## config.mk

```make
export PLATFORM = sky130hd
export DESIGN_NAME = audio_frame_deframer
export DESIGN_NICKNAME = d
export VERILOG_FILES = /design/src/design/afd_pkg.sv /design/src/design/afd_frame_state.sv /design/src/design/afd_status.sv /design/src/design/audio_frame_deframer.sv
export SDC_FILE = /design/constraint.sdc
export NUM_CORES = 1
export LEC_CHECK = 0
export ABC_AREA = 0
export BUFFER_PORTS_ARGS = -buffer_cell sky130_fd_sc_hd__buf_4
export CAP_MARGIN = 10
export CORE_MARGIN = 4
export CORE_UTILIZATION = 40
export DETAILED_ROUTE_END_ITERATION = 8
export GPL_TIMING_DRIVEN = 0
export SLEW_MARGIN = 20
export SYNTH_ARGS = -nofsm -noshare
export SYNTH_HDL_FRONTEND = slang
export SYNTH_SLANG_ARGS = --single-unit
```

## constraint.sdc

```tcl
create_clock -name clk -period 6.75 [get_ports clk]
set_input_delay 0.675 -clock clk [delete_from_list [all_inputs] [get_ports clk]]
set_output_delay 0.675 -clock clk [all_outputs]
set_load 0.01 [all_outputs]
```

## src/design/afd_pkg.sv

```systemverilog
// Shared types, constants and register indexes for the audio frame deframer.
// Used by every module of the block; depends on nothing else.
package afd_pkg;

    localparam int COUNT_WIDTH = 20;
    localparam int HDR_BYTES = 1 + 1 + 4 + 8 + 8 + 4;
    localparam int CODEC_POS = 0;
    localparam int CHAN_POS = 1;
    localparam int RATE_END = 6;
    localparam int SEQ_END = 14;
    localparam int TS_END = 22;
    localparam int ALIGN_CH_LIMIT = 8;
    localparam int PHASE_WIDTH = 4;
    localparam int CFG_INDEX_WIDTH = 3;
    localparam int CFG_DATA_WIDTH = 32;
    localparam int MAX_PAYLOAD_WIDTH = 19;

    localparam logic [COUNT_WIDTH-1:0] COUNT_MAX = '1;

    // Configuration register indexes.
    localparam logic [CFG_INDEX_WIDTH-1:0] CFG_PCM_CODEC = 3'd0;
    localparam logic [CFG_INDEX_WIDTH-1:0] CFG_OPUS_CODEC = 3'd1;
    localparam logic [CFG_INDEX_WIDTH-1:0] CFG_MAX_PAYLOAD = 3'd2;
    localparam logic [CFG_INDEX_WIDTH-1:0] CFG_MIN_RATE = 3'd3;
    localparam logic [CFG_INDEX_WIDTH-1:0] CFG_MAX_RATE = 3'd4;
    localparam logic [CFG_INDEX_WIDTH-1:0] CFG_MAX_CHANNELS = 3'd5;

    // Frame status codes, listed by priority.
    localparam logic [2:0] ST_OK = 3'd0;
    localparam logic [2:0] ST_TRUNCATED = 3'd1;
    localparam logic [2:0] ST_CODEC = 3'd2;
    localparam logic [2:0] ST_LENGTH = 3'd3;
    localparam logic [2:0] ST_CHANNELS = 3'd4;
    localparam logic [2:0] ST_RATE = 3'd5;
    localparam logic [2:0] ST_TIMESTAMP = 3'd6;
    localparam logic [2:0] ST_UNALIGNED = 3'd7;

    typedef struct packed {
        logic [7:0] in_byte;
        logic       end_of_frame;
    } in_item_t;

    typedef struct packed {
        logic        payload_valid;
        logic [7:0]  payload_byte;
        logic        frame_done;
        logic [2:0]  status;
        logic        codec_is_opus;
        logic [7:0]  channel_count;
        logic [31:0] rate_hz;
        logic [63:0] sequence_number;
        logic [63:0] stamp_ms;
        logic [31:0] payload_length;
    } out_item_t;

    typedef struct packed {
        logic [7:0]                   pcm_codec_code;
        logic [7:0]                   opus_codec_code;
        logic [MAX_PAYLOAD_WIDTH-1:0] max_payload_bytes;
        logic [31:0]                  min_rate_hz;
        logic [31:0]                  max_rate_hz;
        logic [3:0]                   max_channel_count;
    } cfg_t;

    // Per-frame state: byte counter, captured header fields and PCM phase.
    typedef struct packed {
        logic [COUNT_WIDTH-1:0] byte_count;
        logic [7:0]             codec_byte;
        logic [7:0]             channels;
        logic [31:0]            rate;
        logic [63:0]            seq_num;
        logic [63:0]            timestamp;
        logic [31:0]            length;
        logic [PHASE_WIDTH-1:0] align_phase;
    } frame_t;

endpackage

```

## src/design/afd_frame_state.sv

```systemverilog
// Frame state of the audio frame deframer: byte counter, header capture and
// PCM alignment phase. Depends on afd_pkg.
module afd_frame_state
(
    input  logic              clk,
    input  logic              rst_n,
    input  logic              advance,
    input  logic [7:0]        in_byte,
    input  logic              end_of_frame,
    output afd_pkg::frame_t   frame_cur,
    output afd_pkg::frame_t   frame_upd
);

    afd_pkg::frame_t frame_reg;
    logic [afd_pkg::PHASE_WIDTH:0] phase_inc;
    logic [afd_pkg::PHASE_WIDTH:0] phase_limit;

    assign frame_cur = frame_reg;

    // State after taking in this byte, before the end-of-frame clear.
    always_comb
    begin
        frame_upd = frame_reg;
        phase_inc = {1'b0, frame_reg.align_phase} + 1'b1;
        phase_limit = {frame_reg.channels[afd_pkg::PHASE_WIDTH-1:0], 1'b0};
        if (frame_reg.byte_count == afd_pkg::COUNT_WIDTH'(afd_pkg::CODEC_POS))
        begin
            frame_upd.codec_byte = in_byte;
        end
        else if (frame_reg.byte_count == afd_pkg::COUNT_WIDTH'(afd_pkg::CHAN_POS))
        begin
            frame_upd.channels = in_byte;
        end
        else if (frame_reg.byte_count < afd_pkg::COUNT_WIDTH'(afd_pkg::RATE_END))
        begin
            frame_upd.rate = {frame_reg.rate[23:0], in_byte};
        end
        else if (frame_reg.byte_count < afd_pkg::COUNT_WIDTH'(afd_pkg::SEQ_END))
        begin
            frame_upd.seq_num = {frame_reg.seq_num[55:0], in_byte};
        end
        else if (frame_reg.byte_count < afd_pkg::COUNT_WIDTH'(afd_pkg::TS_END))
        begin
            frame_upd.timestamp = {frame_reg.timestamp[55:0], in_byte};
        end
        else if (frame_reg.byte_count < afd_pkg::COUNT_WIDTH'(afd_pkg::HDR_BYTES))
        begin
            frame_upd.length = {frame_reg.length[23:0], in_byte};
        end
        else if (frame_reg.channels != 8'd0 &&
                 frame_reg.channels <= 8'(afd_pkg::ALIGN_CH_LIMIT))
        begin
            // Phase runs modulo twice the channel count.
            frame_upd.align_phase = (phase_inc >= phase_limit) ? '0
                                  : phase_inc[afd_pkg::PHASE_WIDTH-1:0];
        end
        else
        begin
            frame_upd.align_phase = '0;
        end

        if (frame_reg.byte_count != afd_pkg::COUNT_MAX)
        begin
            frame_upd.byte_count = frame_reg.byte_count + 1'b1;
        end
    end

    always_ff @(posedge clk or negedge rst_n)
    begin
        if (!rst_n)
        begin
            frame_reg <= '0;
        end
        else if (advance)
        begin
            frame_reg <= end_of_frame ? '0 : frame_upd;
        end
    end

endmodule

```

## src/design/afd_status.sv

```systemverilog
// Prioritized end-of-frame status check and codec decode.
// Depends on afd_pkg.
module afd_status
(
    input  afd_pkg::frame_t frame,
    input  afd_pkg::cfg_t   cfg,
    output logic [2:0]      status,
    output logic            codec_is_opus
);

    logic        is_pcm;
    logic        is_opus;
    logic [3:0]  ch_max;
    logic [32:0] expected_count;
    logic        bad_length;

    always_comb
    begin
        is_pcm = frame.codec_byte == cfg.pcm_codec_code;
        is_opus = !is_pcm && frame.codec_byte == cfg.opus_codec_code;
        ch_max = (cfg.max_channel_count < 4'(afd_pkg::ALIGN_CH_LIMIT))
               ? cfg.max_channel_count : 4'(afd_pkg::ALIGN_CH_LIMIT);
        expected_count = {1'b0, frame.length} + 33'(afd_pkg::HDR_BYTES);
        bad_length = frame.byte_count == afd_pkg::COUNT_MAX
                  || frame.length == 32'd0
                  || frame.length > 32'(cfg.max_payload_bytes)
                  || 33'(frame.byte_count) != expected_count;

        if (frame.byte_count < afd_pkg::COUNT_WIDTH'(afd_pkg::HDR_BYTES))
        begin
            status = afd_pkg::ST_TRUNCATED;
        end
        else if (!is_pcm && !is_opus)
        begin
            status = afd_pkg::ST_CODEC;
        end
        else if (bad_length)
        begin
            status = afd_pkg::ST_LENGTH;
        end
        else if (frame.channels == 8'd0 || frame.channels > 8'(ch_max))
        begin
            status = afd_pkg::ST_CHANNELS;
        end
        else if (frame.rate < cfg.min_rate_hz || frame.rate > cfg.max_rate_hz)
        begin
            status = afd_pkg::ST_RATE;
        end
        else if (frame.timestamp == 64'd0)
        begin
            status = afd_pkg::ST_TIMESTAMP;
        end
        else if (is_pcm && frame.align_phase != '0)
        begin
            status = afd_pkg::ST_UNALIGNED;
        end
        else
        begin
            status = afd_pkg::ST_OK;
        end
        codec_is_opus = is_opus;
    end

endmodule

```

## src/design/audio_frame_deframer.sv

```systemverilog
// Audio frame deframer top level: input register, frame state, status check,
// result register and configuration registers. Depends on afd_pkg,
// afd_frame_state and afd_status.
// Path: an accepted byte passes the input register, then the result register.
// Throughput: one byte per cycle while the consumer does not stall the result register.
// Reset: rst_n clears frame state and valid flags, and restores config defaults.
module audio_frame_deframer
(
    input  logic                                    clk,
    input  logic                                    rst_n,
    input  logic                                    item_valid,
    output logic                                    item_stall,
    input  afd_pkg::in_item_t                       item,
    output logic                                    result_valid,
    input  logic                                    result_stall,
    output afd_pkg::out_item_t                      result,
    input  logic                                    cfg_write,
    input  logic [afd_pkg::CFG_INDEX_WIDTH-1:0]     cfg_index,
    input  logic [afd_pkg::CFG_DATA_WIDTH-1:0]      cfg_data
);

    // Input register. It holds one byte; the item stalls only while that byte
    // cannot move into the result register.
    logic               item_valid_reg;
    afd_pkg::in_item_t  item_reg;

    // Result register, freed when the consumer takes the transfer.
    logic               result_valid_reg;
    afd_pkg::out_item_t result_reg;
    afd_pkg::out_item_t result_next;

    afd_pkg::cfg_t      cfg_reg;
    afd_pkg::frame_t    frame_cur;
    afd_pkg::frame_t    frame_upd;
    logic [2:0]         check_status;
    logic               check_opus;
    logic               advance;
    logic               item_take;

    // The held byte moves on when the result register is empty or draining.
    assign advance = item_valid_reg && (!result_valid_reg || !result_stall);
    assign item_stall = item_valid_reg && !advance;
    assign item_take = item_valid && !item_stall;

    assign result_valid = result_valid_reg;
    assign result = result_reg;

    afd_frame_state u_frame_state
    (
        .clk          (clk),
        .rst_n        (rst_n),
        .advance      (advance),
        .in_byte      (item_reg.in_byte),
        .end_of_frame (item_reg.end_of_frame),
        .frame_cur    (frame_cur),
        .frame_upd    (frame_upd)
    );

    afd_status u_status
    (
        .frame         (frame_upd),
        .cfg           (cfg_reg),
        .status        (check_status),
        .codec_is_opus (check_opus)
    );

    // Result fields. The header fields show the capture after this byte, and
    // a byte is payload when it arrived past the header.
    always_comb
    begin
        result_next.payload_valid = frame_cur.byte_count
                                  >= afd_pkg::COUNT_WIDTH'(afd_pkg::HDR_BYTES);
        result_next.payload_byte = result_next.payload_valid ? item_reg.in_byte : 8'd0;
        result_next.frame_done = item_reg.end_of_frame;
        result_next.status = item_reg.end_of_frame ? check_status : afd_pkg::ST_OK;
        result_next.codec_is_opus = check_opus;
        result_next.channel_count = frame_upd.channels;
        result_next.rate_hz = frame_upd.rate;
        result_next.sequence_number = frame_upd.seq_num;
        result_next.stamp_ms = frame_upd.timestamp;
        result_next.payload_length = frame_upd.length;
    end

    always_ff @(posedge clk or negedge rst_n)
    begin
        if (!rst_n)
        begin
            item_valid_reg <= 1'b0;
            result_valid_reg <= 1'b0;
        end
        else
        begin
            if (item_take)
            begin
                item_valid_reg <= 1'b1;
            end
            else if (advance)
            begin
                item_valid_reg <= 1'b0;
            end

            if (advance)
            begin
                result_valid_reg <= 1'b1;
            end
            else if (!result_stall)
            begin
                result_valid_reg <= 1'b0;
            end
        end
    end

    always_ff @(posedge clk)
    begin
        if (item_take)
        begin
            item_reg <= item;
        end
        if (advance)
        begin
            result_reg <= result_next;
        end
    end

    // Configuration registers. Indexes past the last register are ignored, and
    // data bits above a register's width are dropped.
    always_ff @(posedge clk or negedge rst_n)
    begin
        if (!rst_n)
        begin
            cfg_reg.pcm_codec_code <= 8'd0;
            cfg_reg.opus_codec_code <= 8'd1;
            cfg_reg.max_payload_bytes <= afd_pkg::MAX_PAYLOAD_WIDTH'(256 * 1024);
            cfg_reg.min_rate_hz <= 32'd8000;
            cfg_reg.max_rate_hz <= 32'd192000;
            cfg_reg.max_channel_count <= 4'(afd_pkg::ALIGN_CH_LIMIT);
        end
        else if (cfg_write)
        begin
            unique case (cfg_index)
                afd_pkg::CFG_PCM_CODEC:    cfg_reg.pcm_codec_code <= cfg_data[7:0];
                afd_pkg::CFG_OPUS_CODEC:   cfg_reg.opus_codec_code <= cfg_data[7:0];
                afd_pkg::CFG_MAX_PAYLOAD:
                    cfg_reg.max_payload_bytes <= cfg_data[afd_pkg::MAX_PAYLOAD_WIDTH-1:0];
                afd_pkg::CFG_MIN_RATE:     cfg_reg.min_rate_hz <= cfg_data;
                afd_pkg::CFG_MAX_RATE:     cfg_reg.max_rate_hz <= cfg_data;
                afd_pkg::CFG_MAX_CHANNELS: cfg_reg.max_channel_count <= cfg_data[3:0];
                default:
                begin
                end
            endcase
        end
    end

endmodule

```

==> impl_metrics.json, run 1 <==
{
  "finalCoreUtilization_pct": 48.4,
  "postRouteAntennaNets": 0,
  "cp-startpoint": "u_frame_state.frame_cur[218]$_DFFE_PN0P_",
  "count_leader_synth": "sky130_fd_sc_hd__dfrtp_1",
  "crit_path_frequent_cell": "sky130_fd_sc_hd__nand4_1",
  "worst_path_buf_inv": 3,
  "worstPathMaxFanout": 10,
  "tritoncts.num_buffers": 59,
  "cp.arrival_ns": 6.98,
  "synth-seq-cells": 560,
  "area_growth_pct": 20.0,
  "post_route_cells_drive_above_1_share_pct": 23.5,
  "combinational_family_with_the_most_area_after_synthesis": "compound AO/OA/AOI/OAI gates",
  "clock_tree.buffer_depth": 3,
  "crit_path_start_kind": "register",
  "initial_utilization_pct": 40.4,
  "post_synth_mux_area_share_pct": 9.69,
  "report.final.hold_viol_count": 0,
  "clock_transition_at_the_registers_of_the_reported_paths_ns": 0.07,
  "clock-skew-final_ns": 0.0522,
  "dominant_register_cell_in_the_synthesized_netlist": "sky130_fd_sc_hd__dfrtp_1",
  "antenna-diode-count": 0,
  "comb_power_share_pct": 16.0,
  "buffer_ports.inserted": 264,
  "grt_max_degree": 99,
  "cpMaxStageDelayCell": "sky130_fd_sc_hd__or4b_2",
  "tritoncts": "built",
  "worst_hold_startpoint": "item[8]",
  "cell_internal_pwr_mw": 6.50,
  "antenna_found_initial": 0,
  "postRouteWirelength_um": 84300,
  "floorplan.die.height_um": 268,
  "vias_per_cell": 5.66,
  "clk_latency_ns": 0.66,
  "tightest_slew_ns": 1.14,
  "ctsHtreeMaxLevel": 2,
  "synthesis.area_per_instance_um2": 11.7,
  "grt.total_usage_pct": 22.9,
  "synth-edff-count": 223,
  "max_clock_freq_mhz": 151,
  "timing.critical_path.slowest_cell_delay_ns": 0.64,
  "worst_path_dominant_cell_family": "simple AND/OR/NAND/NOR gates",
  "synth_largest_type_area_fraction_pct": 29.6,
  "globalRouteOverflowTotal": 0,
  "synthTopCellsByCount": "321 x sky130_fd_sc_hd__dfrtp_1, 230 x sky130_fd_sc_hd__nand2_1, 223 x sky130_fd_sc_hd__edfxtp_1",
  "sw_share_pct": 28.1,
  "post-route-min-period_ns": 6.64,
  "top_level_ports": 265,
  "critical_path_endpoint_category": "register",
  "route.vias.total": 20200,
  "floorplan.core_area_mm2": 0.0672,
  "powerDensity_mw_per_mm2": 278,
  "outcome": "finished, final reports clean",
  "tritoncts_num_sinks": 560,
  "route.detailed.drc": 0,
  "max-cap-violations": 0,
  "hpwl_um": 62200,
  "gp_routability_congestion": 0.935,
  "synth_compound_area_share_pct": 13.1,
  "synthXorXnorAreaFrac_pct": 2.23,
  "dieArea_mm2": 0.0720,
  "dieWidth_um": 268,
  "final-max-slew-violation-count": 0,
  "largest_register_ffs": 232,
  "required_ns": 7.09,
  "yosysWarnings": 0,
  "synthesized_instance_count": 2312,
  "synthTopCellsByArea": "sky130_fd_sc_hd__dfrtp_1 30%, sky130_fd_sc_hd__edfxtp_1 25%, sky130_fd_sc_hd__mux2_2 7.6%",
  "totalNegativeSetupSlack_ns": 0,
  "pwr-share-seq_pct": 44.7,
  "routed_wire_length_per_instance_um": 23.6,
  "simple_logic_cell_fraction_of_the_synthesized_area_pct": 10.4,
  "clock_tree.root_cell": "sky130_fd_sc_hd__clkbuf_16",
  "sequential_element_share_of_the_synthesized_area_pct": 55.9,
  "via_count_of_the_first_global_routing_pass": 20100,
  "finalNetCount": 2788,
  "power.net_switching_mw": 2.54,
  "classification_of_the_worst_slack_hold_path": "input port to register",
  "syn-cell-area_mm2": 0.0271,
  "setup_viol_count_final": 0,
  "source_of_the_worst_register_to_register_timing_path": "u_frame_state.frame_cur[218]$_DFFE_PN0P_",
  "unrepaired_setup_endpoints_after_global_routing": "false",
  "p_leak_nw": 14.7,
  "synth-adder-area-share_pct": 4.43,
  "number_of_distinct_library_cells_after_synthesis": 80,
  "floorplan.rows": 95,
  "critical_path_cell_by_cell": "buf_2, nor4_1, nand4_1, buf_4, nor4_4, clkbuf_1, mux2_2, ha_1, nand4_1, or2_2, or4_1, or4b_2, o41a_1, a311oi_2, o211ai_1, a31oi_1",
  "vdd.ir_drop.worst_uv": 258,
  "asyncSetResetFlopFracSynth_pct": 60.2,
  "grt_pass1_wl_um": 126000,
  "startpoint_to_endpoint_class_of_the_critical_path": "register to register",
  "detail_route.iter0.violations": 1759,
  "max_slew_margin_pct": 24.1,
  "drt_pass_1_iters": 6,
  "clock_power_share_pct": 39.3,
  "netlist.top_cell.by_area": "sky130_fd_sc_hd__dfrtp_1",
  "post_route_fraction_of_the_period_consumed_by_the_critical_path_pct": 98.3,
  "synth_nets": 2457
}
cell families after synthesis:
| kind of cell | count (synthesis) |
|---|---|
| and+or+nand+nor | 547 |
| adders and majority gates | 96 |
| xor gates and xnor gates | 66 |
| muxes | 239 |
| DFF | 560 |
| buffers and inverters | 297 |
| AOI/OAI and AO/OA | 507 |
routing by layer:
layer / vias up / wire length [um] / track usage [%]
li1: 9207 / - / -
met2: 687 / 39200 / 36.8
met4: 0 / 3100 / 7.94
met1: 10100 / 36700 / 31.5
met5: - / 0 / 0
met3: 164 / 5350 / 4.01
final timing paths:
check,slack [ns],endpoint,cells after the start
hold reg to reg,0.49,u_frame_state.frame_cur[98]$_DFFE_PN0P_,2
setup reg to reg,0.11,result[202]$_SDFFCE_PP0P_,16
hold / removal,0.19,item_reg[8]$_DFFE_PP_,1
max in group asynchronous,5.25,u_frame_state.frame_cur[230]$_DFFE_PN0P_,3
min in group asynchronous,0.58,u_frame_state.frame_cur[186]$_DFFE_PN0P_,2
setup / recovery,0.11,result[202]$_SDFFCE_PP0P_,16
cells in the final DEF (no fill, tap or decap), types with 13 or more instances in the layout:
cell and n:
sky130_fd_sc_hd__o21ai_0 166, sky130_fd_sc_hd__nand4_1 39, sky130_fd_sc_hd__dfrtp_1 321, sky130_fd_sc_hd__and4_1 20, sky130_fd_sc_hd__clkbuf_16 61, sky130_fd_sc_hd__nor3_1 28, sky130_fd_sc_hd__ha_1 96, sky130_fd_sc_hd__buf_2 27
sky130_fd_sc_hd__a21o_1 20, sky130_fd_sc_hd__nor4_1 37, sky130_fd_sc_hd__xnor2_1 44, sky130_fd_sc_hd__and2_1 13, sky130_fd_sc_hd__mux2_2 183, sky130_fd_sc_hd__nor2_1 48, sky130_fd_sc_hd__nand3_1 40, sky130_fd_sc_hd__clkbuf_1 103
sky130_fd_sc_hd__dfstp_2 16, sky130_fd_sc_hd__buf_4 269, sky130_fd_sc_hd__a22o_1 155, sky130_fd_sc_hd__xor2_1 20, sky130_fd_sc_hd__mux2i_1 55, sky130_fd_sc_hd__edfxtp_1 223, sky130_fd_sc_hd__a21oi_1 41, sky130_fd_sc_hd__nand2_1 230
sky130_fd_sc_hd__clkinvlp_4 14, sky130_fd_sc_hd__inv_1 160, sky130_fd_sc_hd__or4_1 15
metrics by stage:
stage	hold slack [ns]	worst slack (ns)	cells	cell area [um2]	power, mW
floorplan	0.379	1.73	2312	27100	4.93
global placement	0.462	-0.377	3449	30200	5.51
detailed placement	0.473	-0.392	3455	30300	5.54
CTS	0.156	0.0321	3569	32500	9.12
global route	0.169	0.0666	3567	32500	9.43
finish	0.192	0.114	3567	32500	9.04
what timing repair did:
action / in CTS / in global routing
hold buffers: 1 / 0
endpoints found under the hold margin: 55 / 0
setup buffers: 1 / 0
gates cloned: 0 / 0
resized for setup: 3 / 2
pin swaps: 1 / 0
setup endpoints to repair: 3 / 3
area by class of cell:
cell class              instances  area [um2]
plain buffers                 135         569
clock buffers                  69        1580
clock inverters                43         573
fillers                      5977       34600
inverters                     160         601
multi-input cells            1455       10800
flip-flops and latches        560       15100
well taps                     873        1090
repair buffers                272        2150
power by group through the flow:
stage	clock network (mW)	logic, mW	registers (mW)
floorplan	0	0.824	4.10
global placement	0	1.39	4.12
detailed placement	0	1.44	4.10
CTS	3.62	1.45	4.04
global route	3.76	1.60	4.07
finish	3.55	1.45	4.04
worst register-to-register path: stages (launching register included):
cell,delay (ns)
sky130_fd_sc_hd__dfrtp_1,0.36
sky130_fd_sc_hd__buf_2,0.17
sky130_fd_sc_hd__nor4_1,0.44
sky130_fd_sc_hd__nand4_1,0.23
sky130_fd_sc_hd__buf_4,0.23
sky130_fd_sc_hd__nor4_4,0.52
sky130_fd_sc_hd__clkbuf_1,0.54
sky130_fd_sc_hd__mux2_2,0.49
sky130_fd_sc_hd__ha_1,0.33
sky130_fd_sc_hd__nand4_1,0.08
sky130_fd_sc_hd__or2_2,0.36
sky130_fd_sc_hd__or4_1,0.57
sky130_fd_sc_hd__or4b_2,0.64
sky130_fd_sc_hd__o41a_1,0.15
sky130_fd_sc_hd__a311oi_2,0.59
sky130_fd_sc_hd__o211ai_1,0.19
sky130_fd_sc_hd__a31oi_1,0.47
No activity file was read; power rests on OpenSTA's default activity.
==> run 2, diff against run 1 <==
Settings changed: CORE_UTILIZATION 40 to 37, PLACE_DENSITY set to 0.59.
==> run 2 against run 1 <==
Net effect:
- the run now ends with negative hold slack left
- critical path depth decreased by 1
- cell count increased by 2.2%
- non-clock buffer count decreased by 2
- critical endpoint is now result[201]$_SDFFCE_PN0P_
- clock skew decreased by 0.014 ns
==> impl_metrics.json, run 2 (synthesis gave the netlist of run 1 again) <==
{
  "outcome": "complete, but fails checks",
  "violations": "negative hold slack",
  "vdd.ir_drop.worst_uv": 242,
  "via_count_of_the_first_global_routing_pass": 20700,
  "totalNegativeSetupSlack_ns": 0,
  "dieWidth_um": 279,
  "finalCoreUtilization_pct": 45.2,
  "finalNetCount": 2787,
  "globalRouteOverflowTotal": 0,
  "max_slew_margin_pct": 26.2,
  "postRouteWirelength_um": 85500,
  "worstPathMaxFanout": 10,
  "routed_wire_length_per_instance_um": 23.5,
  "finish.instance_area_mm2": 0.0326,
  "clock_tree.buffer_depth": 3,
  "tritoncts": "built",
  "powerDensity_mw_per_mm2": 274,
  "layoutNonFillerInstCount": 3645,
  "startpoint_to_endpoint_class_of_the_critical_path": "register to register",
  "route.vias.total": 20400,
  "largest_register_ffs": 232,
  "floorplan.die.height_um": 279,
  "crit_path_start_kind": "register",
  "critical_path_endpoint_category": "register",
  "clock_tree.root_cell": "sky130_fd_sc_hd__clkbuf_16",
  "worst_r2r_path_depth": 15,
  "critPathCapture": "result[201]$_SDFFCE_PN0P_",
  "critical_path.reg2reg.endpoint": "result[201]$_SDFFCE_PN0P_",
  "r2r_setup_slack_ns": 0.22,
  "tritoncts_num_sinks": 560,
  "cts_hold_buffers": 0,
  "classification_of_the_worst_slack_hold_path": "input port to asynchronous set/reset pin",
  "commonest_cells_after_routing_fill_and_taps_aside": "321 x sky130_fd_sc_hd__dfrtp_1, 268 x sky130_fd_sc_hd__buf_4, 230 x sky130_fd_sc_hd__nand2_1",
  "final-max-slew-violation-count": 0,
  "post-route-min-period_ns": 6.53,
  "vias_per_cell": 5.59,
  "clk_latency_ns": 0.65,
  "postPlaceCellArea_mm2": 0.0305,
  "antenna_found_initial": 1,
  "source_of_the_worst_register_to_register_timing_path": "u_frame_state.frame_cur[218]$_DFFE_PN0P_",
  "most_frequent_standard_cell_in_the_layout_excluding_fill_and_tap_cells": "sky130_fd_sc_hd__dfrtp_1",
  "floorplan.core_area_mm2": 0.0721,
  "post_route_fraction_of_the_period_consumed_by_the_critical_path_pct": 96.8,
  "required_ns": 7.06,
  "unrepaired_setup_endpoints_after_global_routing": "false",
  "clock-skew-final_ns": 0.0378,
  "tightest_slew_ns": 1.10,
  "area_growth_pct": 20.2,
  "clock_transition_at_the_registers_of_the_reported_paths_ns": 0.06,
  "floorplan.rows": 98,
  "cp.arrival_ns": 6.84,
  "tritoncts.num_buffers": 60,
  "grt.total_usage_pct": 21.4,
  "max_clock_freq_mhz": 153,
  "grt_pass1_wl_um": 130000,
  "max-cap-violations": 0,
  "n_fill_cell": 6669,
  "p_leak_nw": 14.7,
  "gp_routability_congestion": 0.933,
  "drt_pass_1_iters": 7,
  "place.detailed.instances": 3533,
  "ctsHtreeMaxLevel": 2,
  "postRouteAntennaNets": 0,
  "finalHoldWorstSlack_ns": -0.00573,
  "detail_route.iter0.violations": 1762,
  "hpwl_um": 63000,
  "initial_utilization_pct": 37.6,
  "post_route_cells_drive_above_1_share_pct": 23.1,
  "cp-startpoint": "u_frame_state.frame_cur[218]$_DFFE_PN0P_",
  "post-layout-total-power_mw": 8.93,
  "top_level_ports": 265,
  "buffer_ports.inserted": 264,
  "route.detailed.drc": 0,
  "grt_max_degree": 102,
  "report.final.hold_viol_count": 4,
  "setup_viol_count_final": 0,
  "dieArea_mm2": 0.0776
}
## run 2: power breakdown
part / leakage (nW) / internal, mW / total [mW] / switching, mW
logic: 7.01 / 0.582 / 1.45 / 0.870
clock network: 1.01 / 2.02 / 3.44 / 1.42
registers: 6.70 / 3.87 / 4.04 / 0.172
## run 2: what timing repair did
item	4_1_cts	5_1_grt
gates resized for setup	3	9
endpoints found under the setup margin	3	3
buffers inserted	0	0
endpoints found under the hold margin	0	0
## run 2: per-stage QoR
stage,hold slack (ns),setup WS (ns)
6_report,-0.00573,0.217
5_1_grt,0.0142,0.0131
4_1_cts,0.00113,0.0963
3_5_place_dp,0.471,-0.415
3_3_place_gp,0.465,-0.367
2_1_floorplan,0.379,1.73
## run 2: worst max-delay path, stage by stage, from the launching register on
cell and delay [ns]:
sky130_fd_sc_hd__dfrtp_1 0.35, sky130_fd_sc_hd__buf_2 0.18, sky130_fd_sc_hd__nor4_1 0.40, sky130_fd_sc_hd__nand4_1 0.49, sky130_fd_sc_hd__nor4_4 0.62, sky130_fd_sc_hd__clkbuf_2 0.37, sky130_fd_sc_hd__mux2_2 0.45, sky130_fd_sc_hd__ha_1 0.33
sky130_fd_sc_hd__nand4_1 0.08, sky130_fd_sc_hd__or2_2 0.35, sky130_fd_sc_hd__or4_1 0.59, sky130_fd_sc_hd__or4b_2 0.68, sky130_fd_sc_hd__o41a_1 0.16, sky130_fd_sc_hd__a311oi_2 0.64, sky130_fd_sc_hd__o221a_1 0.32, sky130_fd_sc_hd__a31oi_1 0.16
## run 2: worst min path at each step
| stage | start | end | slack, ns | cells after the start |
|---|---|---|---|---|
| 5_1_grt | rst_n | u_frame_state.frame_cur[121]$_DFFE_PN0P_ | 0.01 | 1 |
| 6_report | rst_n | u_frame_state.frame_cur[121]$_DFFE_PN0P_ | -0.006 | 1 |
| 3_5_place_dp | u_frame_state.frame_cur[98]$_DFFE_PN0P_ | u_frame_state.frame_cur[98]$_DFFE_PN0P_ | 0.47 | 2 |
| 3_3_place_gp | u_frame_state.frame_cur[94]$_DFFE_PN0P_ | u_frame_state.frame_cur[94]$_DFFE_PN0P_ | 0.47 | 2 |
| 2_1_floorplan | rst_n | cfg_reg[0]$_DFFE_PN0P_ | 0.38 | 0 |
| 4_1_cts | rst_n | u_frame_state.frame_cur[152]$_DFFE_PN0P_ | 0.001 | 1 |
## run 2: cell type report
cell class	count	area (um2)	area share (%)
Sequential cell	560	15100	46.5
Multi-Input combinational cell	1455	10800	33.2
Clock inverter	28	370	1.14
Antenna cell	1	2.50	0.00768
Tap cell	950	1190	3.65
Clock buffer	86	1720	5.28
Inverter	160	601	1.84
Buffer	134	572	1.76
Timing Repair Buffer	271	2160	6.64
## run 2: routing by layer
layer,global-route usage (%),vias to the layer above,share of wire (%)
li1,-,9173,-
met1,29.9,10300,44
met2,35.5,739,48
met3,3.20,131,5.8
met4,5.11,0,2.4
met5,0,-,0
